--- config.mk ---
export PLATFORM = sky130hd
export DESIGN_NAME = fpa_front
export DESIGN_NICKNAME = d
export VERILOG_FILES = /design/src/fpa_pkg.sv /design/src/fpa_front.sv
export SDC_FILE = /design/constraint.sdc
export NUM_CORES = 2
export LEC_CHECK = 0
export BUFFER_PORTS_ARGS = -buffer_cell sky130_fd_sc_hd__buf_2
export CORE_UTILIZATION = 37
export CTS_BUF_LIST = sky130_fd_sc_hd__clkbuf_16
export DETAILED_ROUTE_END_ITERATION = 10
export HOLD_SLACK_MARGIN = 0.03
export PLACE_DENSITY = 0.62
export SYNTH_ARGS = -nofsm -noshare
export SYNTH_HDL_FRONTEND = slang
export SYNTH_SLANG_ARGS = --single-unit
--- constraint.sdc ---
create_clock -name clk -period 9.88 [get_ports clk]
set_input_delay 1.976 -clock clk [delete_from_list [all_inputs] [get_ports clk]]
set_output_delay 1.976 -clock clk [all_outputs]
set_load 0.01 [all_outputs]
--- src/fpa_pkg.sv ---
// shared types, command codes and constants for the fixed-point alu
package fpa_pkg;

    localparam int DATA_W        = 32;
    localparam int FRAC_BITS_DEF = 8;

    typedef enum logic [2:0] {
        CMD_ADD = 3'd0,
        CMD_SUB = 3'd1,
        CMD_MUL = 3'd2,
        CMD_DIV = 3'd3,
        CMD_MIN = 3'd4,
        CMD_MAX = 3'd5,
        CMD_INC = 3'd6,
        CMD_DEC = 3'd7
    } fpa_cmd_e;

    typedef struct packed {
        logic [2:0]               command;
        logic signed [DATA_W-1:0] operand_a;
        logic signed [DATA_W-1:0] operand_b;
    } fpa_req_t;

    typedef struct packed {
        logic signed [DATA_W-1:0] result_value;
        logic                     a_less;
        logic                     a_equal;
        logic                     divide_by_zero;
    } fpa_rsp_t;

    // side information that rides along with the divider stages
    typedef struct packed {
        logic              is_div;
        logic              neg;
        logic              dz;
        logic [DATA_W-1:0] alt;
        logic              a_less;
        logic              a_equal;
    } fpa_meta_t;

endpackage

--- src/fpa_front.sv ---
// input register, multiplier, simple ops and divider operand prep
module fpa_front #(
    parameter int FRACTION_BITS = fpa_pkg::FRAC_BITS_DEF
) (
    input  logic                                   clk,
    input  logic                                   rst_n,
    input  logic                                   start,
    input  fpa_pkg::fpa_req_t                      request,
    output logic                                   valid,
    output fpa_pkg::fpa_meta_t                     meta,
    output logic [fpa_pkg::DATA_W+FRACTION_BITS-1:0] dvd,
    output logic [fpa_pkg::DATA_W-1:0]             dsr
);
    import fpa_pkg::*;

    localparam int DVD_W = DATA_W + FRACTION_BITS;

    // stage a: input capture
    logic     a_valid_reg;
    fpa_req_t a_req_reg;

    // stage b: products and simple results
    logic                     b_valid_reg;
    logic signed [63:0]       prod_reg;
    logic signed [63:0]       prod_next;
    logic [DATA_W-1:0]        simple_reg;
    logic [DATA_W-1:0]        simple_next;
    logic                     is_mul_reg;
    logic                     is_div_reg;
    logic                     neg_reg;
    logic                     dz_reg;
    logic                     less_reg;
    logic                     equal_reg;
    logic [DATA_W-1:0]        absa_reg;
    logic [DATA_W-1:0]        absb_reg;

    // stage c: output of the front end
    logic                     c_valid_reg;
    fpa_meta_t                c_meta_reg;
    logic [DVD_W-1:0]         c_dvd_reg;
    logic [DATA_W-1:0]        c_dsr_reg;

    logic signed [DATA_W-1:0] op_a;
    logic signed [DATA_W-1:0] op_b;
    logic                     a_gt_b;
    fpa_cmd_e                 cmd;

    assign op_a      = a_req_reg.operand_a;
    assign op_b      = a_req_reg.operand_b;
    assign cmd       = fpa_cmd_e'(a_req_reg.command);
    assign a_gt_b    = op_a > op_b;
    assign prod_next = 64'(op_a) * 64'(op_b);

    always_comb
    begin
        case (cmd)
            CMD_ADD: simple_next = DATA_W'(op_a + op_b);
            CMD_SUB: simple_next = DATA_W'(op_a - op_b);
            CMD_MIN: simple_next = a_gt_b ? op_b : op_a;
            CMD_MAX: simple_next = a_gt_b ? op_a : op_b;
            CMD_INC: simple_next = DATA_W'(op_a + 1);
            CMD_DEC: simple_next = DATA_W'(op_a - 1);
            default: simple_next = '0;
        endcase
    end

    always_ff @(posedge clk or negedge rst_n)
    begin
        if (!rst_n)
        begin
            a_valid_reg <= 1'b0;
            b_valid_reg <= 1'b0;
            c_valid_reg <= 1'b0;
        end
        else
        begin
            a_valid_reg <= start;
            b_valid_reg <= a_valid_reg;
            c_valid_reg <= b_valid_reg;
        end
    end

    always_ff @(posedge clk)
    begin
        a_req_reg  <= request;
        prod_reg   <= prod_next;
        simple_reg <= simple_next;
        is_mul_reg <= (cmd == CMD_MUL);
        is_div_reg <= (cmd == CMD_DIV);
        neg_reg    <= op_a[DATA_W-1] ^ op_b[DATA_W-1];
        dz_reg     <= (cmd == CMD_DIV) && (op_b == '0);
        less_reg   <= op_a < op_b;
        equal_reg  <= op_a == op_b;
        absa_reg   <= op_a[DATA_W-1] ? DATA_W'(-op_a) : op_a;
        absb_reg   <= op_b[DATA_W-1] ? DATA_W'(-op_b) : op_b;

        c_meta_reg.is_div  <= is_div_reg;
        c_meta_reg.neg     <= neg_reg;
        c_meta_reg.dz      <= dz_reg;
        c_meta_reg.alt     <= is_mul_reg ? prod_reg[FRACTION_BITS +: DATA_W] : simple_reg;
        c_meta_reg.a_less  <= less_reg;
        c_meta_reg.a_equal <= equal_reg;
        c_dvd_reg          <= {absa_reg, {FRACTION_BITS{1'b0}}};
        c_dsr_reg          <= absb_reg;
    end

    assign valid = c_valid_reg;
    assign meta  = c_meta_reg;
    assign dvd   = c_dvd_reg;
    assign dsr   = c_dsr_reg;

endmodule

# == Word level (Yosys, flattened, before mapping) ==
# Cells that the tools add are included.
# W data, S select, Z words.
# op_classes
n_addsub,6
mul,1
div_mod_pow,0
magnitude_cmp,2
n_eq_ne,8
shifts,0
muxes,6
bitwise,1
reduce_logical,3
# ops
operator,count
$pmux W32 S6,1
$mux W32,3
$neg A32 Y32,2
$mux W31,2
$mul A32 B32 Y40,1
$add A32 B2 Y32 const B,1
$add A32 B32 Y32,1
$eq A32 B32 Y1,1
$gt A32 B32 Y1,1
$logic_not A32 Y1,1
$lt A32 B32 Y1,1
$sub A32 B2 Y32 const B,1
$sub A32 B32 Y32,1
$eq A3 B3 Y1 const B,4
$eq A3 B2 Y1 const B,2
$eq A3 B1 Y1 const B,1
$logic_not A3 Y1,1
$logic_and A1 B1 Y1,1
$xor A1 B1 Y1,1
# totals
reg_bits,313
latchBits,0
ram_bits,0
romBits,0
in_bits,70
output_inout_bits,110
word_cells,53
memories,0

# == Longest topological paths before layout ==
# depth
depth_word,3
ltp_mapped,28
mapped_depth_nobuf,26

# == Worst setup path before layout ==
# OpenSTA, ideal clock, no wires.
# synth_path
kind,register to register
startpoint,register a_req_reg (netlist bit op_b[8])
endpoint,register prod_reg[39]
setup_time_ps,72
t_arrival_ps,7076
required_time_ps,9808
path_slack_ps,2731
path_stages_with_launch,25
n_path_buf,3
period_less_slack_ps,7149
path_cell_list,dfxtp_1 clkbuf_1 clkbuf_1 clkbuf_1 nand2_1 fa_1 inv_1 fa_1 inv_1 fa_1 inv_1 fa_1 fa_1 fa_1 fa_1 fa_1 ha_1 a21o_1 a21o_1 a21o_1 a21oi_1 a31oi_1 a211o_1 a31oi_1 xnor2_1
# synth_via
elab_chain_len,1
# synth_rtl
element,line,rtl
start: declaration,fpa_front.sv:20,fpa_req_t a_req_reg;
start signal: assignment,fpa_front.sv:85,a_req_reg <= request;
$mul A32 B32 Y40,fpa_front.sv:52,assign prod_next = 64'(op_a) * 64'(op_b);
net prod_next[39],fpa_front.sv:25,logic signed [63:0] prod_next;
end signal: assignment,fpa_front.sv:86,prod_reg <= prod_next;
end: declaration,fpa_front.sv:24,logic signed [63:0] prod_reg;
# The timed path passes the listed nets, and every way through them passes these cells.
# A chain may end at the register's enable or synchronous reset.

# == Final worst setup path ==
# layout_path
startpoint,register a_req_reg (netlist bit op_a[0])
endpoint,register prod_reg[39]
# The elaborated chain is that of the path after synthesis.

==> impl_metrics.ini <==
[die]
io-pin-count = 180
dieArea_um2 = 97800
die_extent_in_x_um = 313
effective_utilization_at_floorplan_pct = 37.5
die_h_um = 313
row_count = 113
coreArea_um2 = 95300

[logic_synthesis]
yosysSeqAreaShare_pct = 17.1
syn-mean-instance-area_um2 = 9.35
synthesis.yosys.warnings = 0
synth_cell_types = 73
ys_seq_elements = 305
synthesis.area_um2 = 35700
synth_async_sr_flop_share_pct = 0.984
synthFlopType = sky130_fd_sc_hd__dfxtp_1
synth-edff-count = 0
syn_inst = 3821

[timing]
fin_skew_ps = 50.1
period_minus_slack_ps = 8370
tightestPinTransition_ps = 1180
final_min_period_over_clock_period_pct = 84.7
slew_headroom_pct = 21.4
maxClockFrequency_ghz = 0.119
totalNegativeSetupSlack_ps = 0
grt_setup_unrepaired = no
worst_hold_slack_ps = 306
finalSetupViolCount = 0
maxSlewViolCount = 0
final_hold_viol_count = 0

[finish]
mostFrequentLayoutCell = sky130_fd_sc_hd__inv_1
largest_reg_flops = 37
layout_nets = 4856
final_layout_size_suffix_gt1_share_pct = 9.13
multi_input_area_um2 = 26000
register_area_um2 = 6130
layout-area-overhead-vs-synth_pct = 9.66
layout_common_cells = sky130_fd_sc_hd__inv_1, sky130_fd_sc_hd__fa_1, sky130_fd_sc_hd__nand2_1
final_cell_area_um2 = 39200
num-fill-cells = 9487

[global_routing]
maximum_number_of_pins_on_one_net_before_global_route_repair = 41
global_route_wire_length_before_repair_mm = 166
first_global_vias = 27700
globalRoute.totalOverflow = 0
antenna_violations_before_repair = 3
grt_util_all_layers_pct = 22.3

[clocking]
clock_tree_from_tritoncts = yes
cts_sinks = 305
postCtsHoldBufs = 0
cts_buffer_depth = 3
cts_root_buffer = sky130_fd_sc_hd__clkbuf_16
clkLatencyLatePin_ps = 600
clk_pin_slew_worst_paths_ps = 70
ctsResizeCount = 0
cts_max_level = 2
cts_inserted_buffers = 37
cts_setup_buffers = 0

[setup_path]
crit_path_end_kind = register
cp_data_required_time_ps = 10360
crit_path_max_fanout = 16
timing_worst_setup_path_type = register to register
crit_path_start_kind = register
reg2reg_path_depth = 23
cp_data_arrival_time_ps = 8850

[placed_design]
post_dp_cell_area_um2 = 37900
buffer_ports.inserted = 171
gp_congestion = 0.960
hpwlAfterDp_mm = 85.0

[detailed_routing]
postRouteAntennaNets = 0
vias = 26200
avgViaCountPerCell = 5.05
routedWlPerCell_um = 20.7
route.detailed.drc = 0
detailed_routing_iteration_count_for_the_pre_antenna_repair_pass = 6
drt-initial-drc-count = 1838
totalWireLength_mm = 108

[worst_hold_path]
min_delay_path_depth = 0
worst_hold_path_type = register to register

[run_status]
run_status = completed

[run]
cap_violations = 0
==> metrics by stage <==
step           util, %  std cells  setup slack [ps]
2_1_floorplan        -       3828              2730
6_report          41.1       5197              1510
5_1_grt           41.1       5196              1210
3_5_place_dp      39.8       5129              1630
3_3_place_gp      39.8       5129              1640
4_1_cts           41.1       5196              1620
==> synthesized netlist by cell type (23+ instances only) <==
master / count / area (um^2)
sky130_fd_sc_hd__dfxtp_1: 302 / 6050
sky130_fd_sc_hd__a21o_1: 33 / 248
sky130_fd_sc_hd__nand2b_1: 25 / 156
sky130_fd_sc_hd__ha_1: 239 / 2990
sky130_fd_sc_hd__mux2i_1: 27 / 270
sky130_fd_sc_hd__nand3_1: 23 / 115
sky130_fd_sc_hd__fa_1: 644 / 12900
sky130_fd_sc_hd__inv_1: 742 / 2790
sky130_fd_sc_hd__mux2_2: 37 / 417
sky130_fd_sc_hd__xnor2_1: 167 / 1460
sky130_fd_sc_hd__nor3_1: 28 / 140
sky130_fd_sc_hd__o21ai_0: 72 / 360
sky130_fd_sc_hd__nand2_1: 408 / 1530
sky130_fd_sc_hd__xor2_1: 42 / 368
sky130_fd_sc_hd__nor2_1: 122 / 458
sky130_fd_sc_hd__a21oi_1: 97 / 485
sky130_fd_sc_hd__and2_1: 377 / 2360
sky130_fd_sc_hd__clkbuf_1: 181 / 679
==> worst max-delay path, cell delays in order, from the launching register on <==
cell                       delay, ps
sky130_fd_sc_hd__dfxtp_1         890
sky130_fd_sc_hd__clkinv_1        700
sky130_fd_sc_hd__buf_4           420
sky130_fd_sc_hd__nor2_1          150
sky130_fd_sc_hd__fa_1            470
sky130_fd_sc_hd__ha_1            240
sky130_fd_sc_hd__fa_1            470
sky130_fd_sc_hd__ha_1            220
sky130_fd_sc_hd__fa_1            480
sky130_fd_sc_hd__inv_1            60
sky130_fd_sc_hd__fa_1            540
sky130_fd_sc_hd__inv_1            50
sky130_fd_sc_hd__fa_1            490
sky130_fd_sc_hd__fa_1            420
sky130_fd_sc_hd__ha_1            350
sky130_fd_sc_hd__nand2_1          70
sky130_fd_sc_hd__a21oi_1         180
sky130_fd_sc_hd__nand3_1         100
sky130_fd_sc_hd__nor3_1          480
sky130_fd_sc_hd__o21ai_0         470
sky130_fd_sc_hd__a31oi_1         500
sky130_fd_sc_hd__a211o_1         270
sky130_fd_sc_hd__a31oi_1         120
sky130_fd_sc_hd__xnor2_1         140
==> final timing paths <==
check | to | slack [ps] | from
worst max-delay path | prod_reg[39] | 1510 | op_a[0]
worst min register to register | dsr[25] | 310 | absb_reg[25]
max in group asynchronous | valid | 8590 | rst_n
worst max register to register | prod_reg[39] | 1510 | op_a[0]
min in group asynchronous | a_valid_reg | 1190 | rst_n
worst min-delay path | dsr[25] | 310 | absb_reg[25]
==> kinds of logic (layout without fill, tap and decap cells) <==
logic type	after synthesis	in the layout	share of synthesized area, %
AND/OR/NAND/NOR	1069	1069	15.1
buffers and inverters	952	1055	10.1
adder cells (fa/ha/maj)	883	883	44.5
AO/OA/AOI/OAI	338	338	6.14
flip-flops	305	305	17.1
XOR/XNOR	209	209	5.12
multiplexers	64	64	1.92
other	1	9	0.0105
==> final cells by class <==
cell class              instances  share of cell area [%]
multi-input cells            2571                    66.4
diodes                          1                 0.00639
clock buffers                  38                    2.43
well taps                    1265                    4.04
repair buffers                244                    3.58
inverters                     744                    7.13
flip-flops and latches        305                    15.6
clock inverters                29                   0.747
==> layer usage <==
metal,GRT usage [%],share of wire [%],up-vias
met5,0,0.019,-
met4,10.2,5.2,2
met3,3.03,5.9,220
met2,38.1,49,923
met1,28.0,40,13400
li1,-,-,11700
Power is not shown: default switching activity piles up to over one toggle a cycle in this logic, so the estimate is an artifact.
